$ cat config.mk
export PLATFORM = sky130hd
export DESIGN_NAME = wildcard_byte_pattern_scanner
export DESIGN_NICKNAME = d
export VERILOG_FILES = /design/src/rtl/wbps_pkg.sv /design/src/rtl/wbps_cell.sv /design/src/rtl/wbps_range.sv /design/src/rtl/wildcard_byte_pattern_scanner.sv
export SDC_FILE = /design/constraint.sdc
export NUM_CORES = 1
export LEC_CHECK = 0
export BUFFER_PORTS_ARGS = -buffer_cell sky130_fd_sc_hd__buf_2
export CAP_MARGIN = 15
export CORE_UTILIZATION = 65
export DETAILED_ROUTE_END_ITERATION = 16
export PLACE_DENSITY_LB_ADDON = 0.08
export RECOVER_POWER = 50
export SLEW_MARGIN = 25
export SYNTH_ARGS = -nofsm -noshare
export SYNTH_HDL_FRONTEND = slang
export SYNTH_SLANG_ARGS = --single-unit
$ cat constraint.sdc
create_clock -name clk -period 12.3 [get_ports clk]
set_input_delay 0 -clock clk [delete_from_list [all_inputs] [get_ports clk]]
set_output_delay 0 -clock clk [all_outputs]
set_load 0.02 [all_outputs]
$ cat src/rtl/wbps_pkg.sv
`timescale 1ns / 1ps

package wbps_pkg;

    localparam int DEF_MAX_PATTERN_BYTES = 16;
    localparam int DEF_ADDRESS_BITS      = 48;

    localparam int CFG_DATA_W   = 64;
    localparam int CFG_INDEX_W  = 3;
    localparam int LEN_W        = 5;
    localparam int PAT_IDX_W    = 4;
    localparam int PAT_BYTES    = 16;
    localparam int RANGE_W      = 48;
    localparam int MATCH_ADDR_W = 48;
    localparam int BYTE_W       = 8;

    typedef enum logic [CFG_INDEX_W-1:0] {
        REG_PATTERN_LOW  = 3'd0,
        REG_PATTERN_HIGH = 3'd1,
        REG_WILDCARD     = 3'd2,
        REG_PATTERN_LEN  = 3'd3,
        REG_RANGE_START  = 3'd4,
        REG_RANGE_LEN    = 3'd5
    } cfg_reg_t;

    // what one window cell compares against
    typedef struct packed {
        logic [BYTE_W-1:0] pat_byte;
        logic              wild;
        logic              used;
    } lane_cfg_t;

endpackage

$ cat src/rtl/wbps_cell.sv
`timescale 1ns / 1ps

module wbps_cell (
    input  logic                     clk,
    input  logic                     rst_n,
    input  logic                     shift,
    input  logic [7:0]               prev_byte,
    input  logic                     prev_valid,
    input  wbps_pkg::lane_cfg_t      lane,
    output logic [7:0]               cell_byte,
    output logic                     cell_valid,
    output logic                     lane_ok
);
    import wbps_pkg::*;

    logic [BYTE_W-1:0] byte_reg;
    logic              valid_reg;
    logic              valid_next;

    assign valid_next = shift ? prev_valid : valid_reg;

    always_ff @(posedge clk or negedge rst_n)
    begin
        if (!rst_n)
        begin
            valid_reg <= 1'b0;
        end
        else
        begin
            valid_reg <= valid_next;
        end
    end

    always_ff @(posedge clk)
    begin
        if (shift)
        begin
            byte_reg <= prev_byte;
        end
    end

    assign cell_byte  = byte_reg;
    assign cell_valid = valid_reg;
    // lanes beyond the pattern length always agree
    assign lane_ok = !lane.used || (valid_reg && (lane.wild || (byte_reg == lane.pat_byte)));

endmodule

$ cat src/rtl/wbps_range.sv
`timescale 1ns / 1ps

module wbps_range #(
    parameter int ADDRESS_BITS = wbps_pkg::DEF_ADDRESS_BITS
) (
    input  logic [ADDRESS_BITS-1:0]   addr,
    input  logic [wbps_pkg::LEN_W-1:0] len_eff,
    input  logic [ADDRESS_BITS-1:0]   range_start,
    input  logic [ADDRESS_BITS-1:0]   range_length,
    output logic                      in_range,
    output logic [ADDRESS_BITS-1:0]   first_addr
);
    import wbps_pkg::*;

    logic [ADDRESS_BITS-1:0] back;
    logic [ADDRESS_BITS-1:0] room;
    logic [ADDRESS_BITS-1:0] span;
    logic [ADDRESS_BITS-1:0] end_addr;

    assign back = ADDRESS_BITS'(len_eff - LEN_W'(1));

    // range end saturates at the top address
    assign room     = ~range_start;
    assign span     = (range_length < room) ? range_length : room;
    assign end_addr = range_start + span;

    assign first_addr = addr - back;
    assign in_range   = (addr >= back) && (first_addr >= range_start) && (addr < end_addr);

endmodule

$ cat src/rtl/wildcard_byte_pattern_scanner.sv
`timescale 1ns / 1ps

// Wildcard byte pattern scanner. Each input word carries one memory byte and
// its address (tdata) and a block-begin flag (tuser) that empties the window.
// The bytes shift through a row of MAX_PATTERN_BYTES cells; each cell compares
// its byte with the pattern byte aligned to it, masked positions match
// anything, and a hit is reported with the address of the first pattern byte
// only when the whole match lies inside the configured range. Every input word
// gives exactly one output word. One word is taken per clock unless the output
// stalls; a word shifts into the window, then compare and range check load the
// output register. The user writes configuration only while no word is in
// flight; the block does not enforce it. The config channel is always ready.

module wildcard_byte_pattern_scanner #(
    parameter int MAX_PATTERN_BYTES = wbps_pkg::DEF_MAX_PATTERN_BYTES,
    parameter int ADDRESS_BITS      = wbps_pkg::DEF_ADDRESS_BITS,
    localparam int S_DATA_W         = ((8 + ADDRESS_BITS + 7) / 8) * 8
) (
    input  logic                              clk,
    input  logic                              rst_n,
    input  logic                              s_tvalid,
    output logic                              s_tready,
    // data_byte [7:0], byte_address [ADDRESS_BITS+7:8], zero fill above
    input  logic [S_DATA_W-1:0]               s_tdata,
    // block_begin
    input  logic                              s_tuser,
    output logic                              m_tvalid,
    input  logic                              m_tready,
    // match_address
    output logic [wbps_pkg::MATCH_ADDR_W-1:0] m_tdata,
    // match_found
    output logic                              m_tuser,
    input  logic                              cfg_valid,
    output logic                              cfg_ready,
    input  logic [wbps_pkg::CFG_INDEX_W-1:0]  cfg_index,
    input  logic [wbps_pkg::CFG_DATA_W-1:0]   cfg_data
);
    import wbps_pkg::*;

    // configuration registers
    logic [CFG_DATA_W-1:0] pat_low_reg;
    logic [CFG_DATA_W-1:0] pat_high_reg;
    logic [PAT_BYTES-1:0]  wild_reg;
    logic [LEN_W-1:0]      plen_reg;
    logic [RANGE_W-1:0]    rstart_reg;
    logic [RANGE_W-1:0]    rlen_reg;

    logic cfg_accept;
    assign cfg_ready  = 1'b1;
    assign cfg_accept = cfg_valid && cfg_ready;

    always_ff @(posedge clk or negedge rst_n)
    begin
        if (!rst_n)
        begin
            pat_low_reg  <= '0;
            pat_high_reg <= '0;
            wild_reg     <= '0;
            plen_reg     <= LEN_W'(1);
            rstart_reg   <= '0;
            rlen_reg     <= '1;
        end
        else if (cfg_accept)
        begin
            case (cfg_reg_t'(cfg_index))
                REG_PATTERN_LOW:  pat_low_reg  <= cfg_data;
                REG_PATTERN_HIGH: pat_high_reg <= cfg_data;
                REG_WILDCARD:     wild_reg     <= cfg_data[PAT_BYTES-1:0];
                REG_PATTERN_LEN:  plen_reg     <= cfg_data[LEN_W-1:0];
                REG_RANGE_START:  rstart_reg   <= cfg_data[RANGE_W-1:0];
                REG_RANGE_LEN:    rlen_reg     <= cfg_data[RANGE_W-1:0];
                default:          ;
            endcase
        end
    end

    // effective pattern length, 1 .. MAX_PATTERN_BYTES
    logic [LEN_W-1:0] len_eff;
    always_comb
    begin
        priority if (plen_reg == '0)
            len_eff = LEN_W'(1);
        else if (plen_reg > LEN_W'(MAX_PATTERN_BYTES))
            len_eff = LEN_W'(MAX_PATTERN_BYTES);
        else
            len_eff = plen_reg;
    end

    logic [2*CFG_DATA_W-1:0] pat_all;
    assign pat_all = {pat_high_reg, pat_low_reg};

    // handshake and pipeline control
    logic                    s_accept;
    logic                    advance;
    logic                    p1_valid_reg;
    logic                    p1_valid_next;
    logic [ADDRESS_BITS-1:0] p1_addr_reg;
    logic                    m_valid_reg;
    logic                    m_valid_next;
    logic                    found_reg;
    logic [MATCH_ADDR_W-1:0] maddr_reg;

    assign advance  = !m_valid_reg || m_tready;
    assign s_tready = !p1_valid_reg || advance;
    assign s_accept = s_tvalid && s_tready;

    logic [BYTE_W-1:0]       in_byte;
    logic [ADDRESS_BITS-1:0] in_addr;
    assign in_byte = s_tdata[BYTE_W-1:0];
    assign in_addr = s_tdata[BYTE_W +: ADDRESS_BITS];

    // window cells, cell 0 holds the newest byte
    logic [BYTE_W-1:0]            cell_byte [MAX_PATTERN_BYTES];
    logic [MAX_PATTERN_BYTES-1:0] cell_valid;
    logic [MAX_PATTERN_BYTES-1:0] lane_ok;

    for (genvar k = 0; k < MAX_PATTERN_BYTES; k++)
    begin : g_cell
        logic [BYTE_W-1:0] prev_byte;
        logic              prev_valid;
        logic [LEN_W-1:0]  pidx;
        lane_cfg_t         lane;

        if (k == 0)
        begin : g_head
            assign prev_byte  = in_byte;
            assign prev_valid = 1'b1;
        end
        else
        begin : g_body
            assign prev_byte  = cell_byte[k-1];
            assign prev_valid = cell_valid[k-1] && !s_tuser;
        end

        // cell k sees the byte that pattern byte len-1-k must match
        assign pidx          = len_eff - LEN_W'(k) - LEN_W'(1);
        assign lane.pat_byte = pat_all[pidx[PAT_IDX_W-1:0]*BYTE_W +: BYTE_W];
        assign lane.wild     = wild_reg[pidx[PAT_IDX_W-1:0]];
        assign lane.used     = LEN_W'(k) < len_eff;

        wbps_cell u_cell (
            .clk        (clk),
            .rst_n      (rst_n),
            .shift      (s_accept),
            .prev_byte  (prev_byte),
            .prev_valid (prev_valid),
            .lane       (lane),
            .cell_byte  (cell_byte[k]),
            .cell_valid (cell_valid[k]),
            .lane_ok    (lane_ok[k])
        );
    end

    // range check on the word sitting in stage one
    logic [63:0]             rstart_wide;
    logic [63:0]             rlen_wide;
    logic                    in_range;
    logic [ADDRESS_BITS-1:0] first_addr;
    logic [63:0]             first_wide;
    logic                    hit;

    assign rstart_wide = 64'(rstart_reg);
    assign rlen_wide   = 64'(rlen_reg);

    wbps_range #(
        .ADDRESS_BITS (ADDRESS_BITS)
    ) u_range (
        .addr         (p1_addr_reg),
        .len_eff      (len_eff),
        .range_start  (rstart_wide[ADDRESS_BITS-1:0]),
        .range_length (rlen_wide[ADDRESS_BITS-1:0]),
        .in_range     (in_range),
        .first_addr   (first_addr)
    );

    assign first_wide = 64'(first_addr);
    assign hit        = (&lane_ok) && in_range;

    assign p1_valid_next = s_accept ? 1'b1 : (advance ? 1'b0 : p1_valid_reg);
    assign m_valid_next  = advance ? p1_valid_reg : m_valid_reg;

    always_ff @(posedge clk or negedge rst_n)
    begin
        if (!rst_n)
        begin
            p1_valid_reg <= 1'b0;
            m_valid_reg  <= 1'b0;
        end
        else
        begin
            p1_valid_reg <= p1_valid_next;
            m_valid_reg  <= m_valid_next;
        end
    end

    always_ff @(posedge clk)
    begin
        if (s_accept)
        begin
            p1_addr_reg <= in_addr;
        end
        if (advance && p1_valid_reg)
        begin
            found_reg <= hit;
            maddr_reg <= hit ? first_wide[MATCH_ADDR_W-1:0] : '0;
        end
    end

    assign m_tvalid = m_valid_reg;
    assign m_tdata  = maddr_reg;
    assign m_tuser  = found_reg;

    // a word with no match carries a zero address
    a_nomatch_zero: assert property (@(posedge clk) disable iff (!rst_n)
        (m_tvalid && !m_tuser) |-> (m_tdata == '0))
        else $error("output address not zero without a match");

    // stage one never takes a word while it is full and the output is stuck
    a_no_overrun: assert property (@(posedge clk) disable iff (!rst_n)
        (p1_valid_reg && m_valid_reg && !m_tready) |-> !s_tready)
        else $error("input accepted while pipeline is blocked");

    // a block start leaves only the newest cell filled
    a_block_clear: assert property (@(posedge clk) disable iff (!rst_n)
        (s_accept && s_tuser) |=> ($countones(cell_valid) == 1) && cell_valid[0])
        else $error("window not emptied at block start");

    // filled cells always form a run from the newest byte
    a_fill_prefix: assert property (@(posedge clk) disable iff (!rst_n)
        ((cell_valid & (cell_valid + MAX_PATTERN_BYTES'(1))) == '0))
        else $error("window fill bits are not contiguous");

endmodule

==> results.sh <==
export IMPL_postLayoutSetupSlackWorst_ns=1.570
export IMPL_regArea_um2=13400
export IMPL_fin_tns_setup_ns=0
export IMPL_drtAntennaViolNets=0
export IMPL_synth_area_um2=36070
export IMPL_grt_pass1_wl_um=198900
export IMPL_final_common_cell="ha_1"
export IMPL_syn_num_nets=3638
export IMPL_cts_root_buf="clkbuf_16"
export IMPL_slowest_delay_ns=1.34
export IMPL_ys_warn_count=0
export IMPL_r2r_cells=26
export IMPL_clk_path_buf_depth=3
export IMPL_hold_start="s_tdata[29]"
export IMPL_path_common_cell="ha_1"
export IMPL_hold_path_class="in -> reg"
export IMPL_num_vias=31350
export IMPL_rsz0062_at_grt="false"
export IMPL_ys_seq_area_share_pct=37.14
export IMPL_io_pins=181
export IMPL_synthArstFlopShare_pct=53.89
export IMPL_gr_total_overflow=0
export IMPL_largest_register_ffs=128
export IMPL_r2r_start="plen_reg[1]"
export IMPL_met3_usage_pct=11.03
export IMPL_synth_edf_count=225
export IMPL_arrival_ns=11.18
export IMPL_ys_top_cells_by_area="edfxtp_1 (19%), dfrtp_1 (15%), mux4_2 (9.8%)"
export IMPL_worst_pin_slew_ns=4.390
export IMPL_grt_util_met2_pct=74.85
export IMPL_critPathMaxFanout=55
export IMPL_path_depth=26
export IMPL_fillers=3507
export IMPL_io_buffers=179
export IMPL_start_util_pct=66.38
export IMPL_path_buf_inv=2
export IMPL_wirelength_um=135700
export IMPL_slew_headroom_pct=-192.7
export IMPL_layout_min_cycle_time_ns=10.73
export IMPL_skew_ns=0.04418
export IMPL_rows=85
export IMPL_synth_largest_area_cell="edfxtp_1"
export IMPL_ir_drop_mv=0.1715
export IMPL_drive_above_1_share_pct=19.79
export IMPL_syn_to_final_growth_pct=12.71
export IMPL_synth_cell_types=82
export IMPL_die_y_um=237.6
export IMPL_period_share_pct=87.24
export IMPL_grt_total_usage_pct=47.89
export IMPL_drv_slew=517
export IMPL_cp_start_kind="register"
export IMPL_max_freq_mhz=93.20
export IMPL_cap_viol_max_count=8
export IMPL_core_area_um2=54350
export IMPL_postCtsSetupRepairBufs=0
export IMPL_layout_common_cells="ha_1 (250), a21oi_1 (225), edfxtp_1 (225), nand2_1 (215), dfrtp_1 (213)"
export IMPL_clkTransAtPathRegs_ns=0.07
export IMPL_drc=0
export IMPL_busiest_layer="met2"
export IMPL_cp_required_ns=12.75
export IMPL_syn_inst=3257
export IMPL_dr_pass1_iters=6
export IMPL_cts_buffers=54
export IMPL_avgRoutedWirePerCell_um=31.72
export IMPL_outcome="complete, but fails checks"
export IMPL_detailedPlace_worstSlack_ns=2.166
export IMPL_utilization_pct=74.81
export IMPL_htreeDepth=2
export IMPL_crit_family="compound AO/OA/AOI/OAI gates"
export IMPL_hpwl_um=96850
export IMPL_vias_per_cell=7.326
export IMPL_setup_viol=0
export IMPL_critical_path_class="reg -> reg"
export IMPL_startpoint="plen_reg[1]"
export IMPL_drt_iter0_markers=4216
export IMPL_final_hold_viol_count=0
export IMPL_violations="max-capacitance violations, max-slew violations"
export IMPL_synth_top_area_share_pct=18.73
export IMPL_grt_max_degree=100
export IMPL_die_w_um=237.6
export IMPL_leakagePower_nw=16.78
export IMPL_tritoncts="done"
export IMPL_critPathSlowestCell="dfrtp_1"
export IMPL_finalPower_mw=10.22
export IMPL_dieArea_um2=56440
export IMPL_ys_flop_type="edfxtp_1"
export IMPL_grt_use_met1_pct=58.81
export IMPL_ys_ff_latch=488
export IMPL_layout_nets=3873
export IMPL_power_density_nw_per_um2=251.3
export IMPL_cp_end_kind="register"
export IMPL_clkSinkCount=488
export IMPL_antenna_found_initial=7
export IMPL_grt_pass1_vias=30980
export IMPL_place_gp_congestion=1.055
export IMPL_avgSynthCellArea_um2=11.08
export IMPL_multi_input_area_um2=21720
export IMPL_min_path_cells=2
export IMPL_insertion_delay_ns=0.66
## path summary, 6_finish.rpt
| path | end | slack, ns |
|---|---|---|
| min reg2reg | g_cell[4].u_cell.cell_byte[5] | 0.47 |
| max reg2reg | m_tdata[4] | 1.57 |
| max | m_tdata[4] | 1.57 |
| min | p1_addr_reg[21] | 0.06 |
| min in group asynchronous | pat_high_reg[2] | 1.74 |
| max in group asynchronous | plen_reg[2] | 5.56 |
## through the flow
step                      hold slack (ns)  instance area (um2)  instances
after floorplan                   -0.2956                36070       3257
after global placement           -0.01102                37590       4040
after detailed placement         0.008781                37600       4040
after CTS                         0.04521                40720       4274
after global routing              0.07094                40650       4278
final                             0.05680                40660       4279
## timing repair
| item | 4_1_cts | 5_1_grt |
|---|---|---|
| endpoints found under the hold margin | 387 | 0 |
| hold buffers | 132 | 0 |
| gates resized for setup | 0 | 0 |
## where the power goes
part | switching, mW | total (mW) | internal, mW
clock | 0.749 | 1.68 | 0.927
sequential | 0.407 | 2.39 | 1.98
combinational | 3.61 | 6.15 | 2.54
## cell families after synthesis
kind of cell | share of synthesized area, %
adders and majority gates | 8.782
DFF | 37.14
AOI/OAI and AO/OA | 13.88
buffers and inverters | 2.952
and+or+nand+nor | 9.892
muxes | 21.96
xor gates and xnor gates | 5.383
other | 0.01040
## layout make-up
class	count	share of cell area [%]
Timing Repair Buffer	353	6.078
Clock inverter	28	0.6432
Clock buffer	74	3.773
Inverter	88	0.8309
Multi-Input combinational cell	2507	53.43
Antenna cell	2	0.01231
Tap cell	739	2.274
Sequential cell	488	32.96
## routing by layer
layer / share of wire, % / up-vias / wire [um]
met5: 0.032 / - / 43
li1: - / 12920 / -
met3: 12 / 679 / 15880
met1: 35 / 15260 / 47020
met4: 8.9 / 6 / 12110
met2: 45 / 2483 / 60680
## Yosys cell counts (107+ instances only)
cell type / count
mux2_2: 209
xor2_1: 111
dfrtp_1: 214
nor2_1: 129
nand2_1: 216
edfxtp_1: 225
mux2i_1: 203
a21o_1: 109
o21ai_0: 158
xnor2_1: 107
mux4_2: 157
clkbuf_1: 123
a21oi_1: 227
ha_1: 250
(Power assumes the default switching activity.)
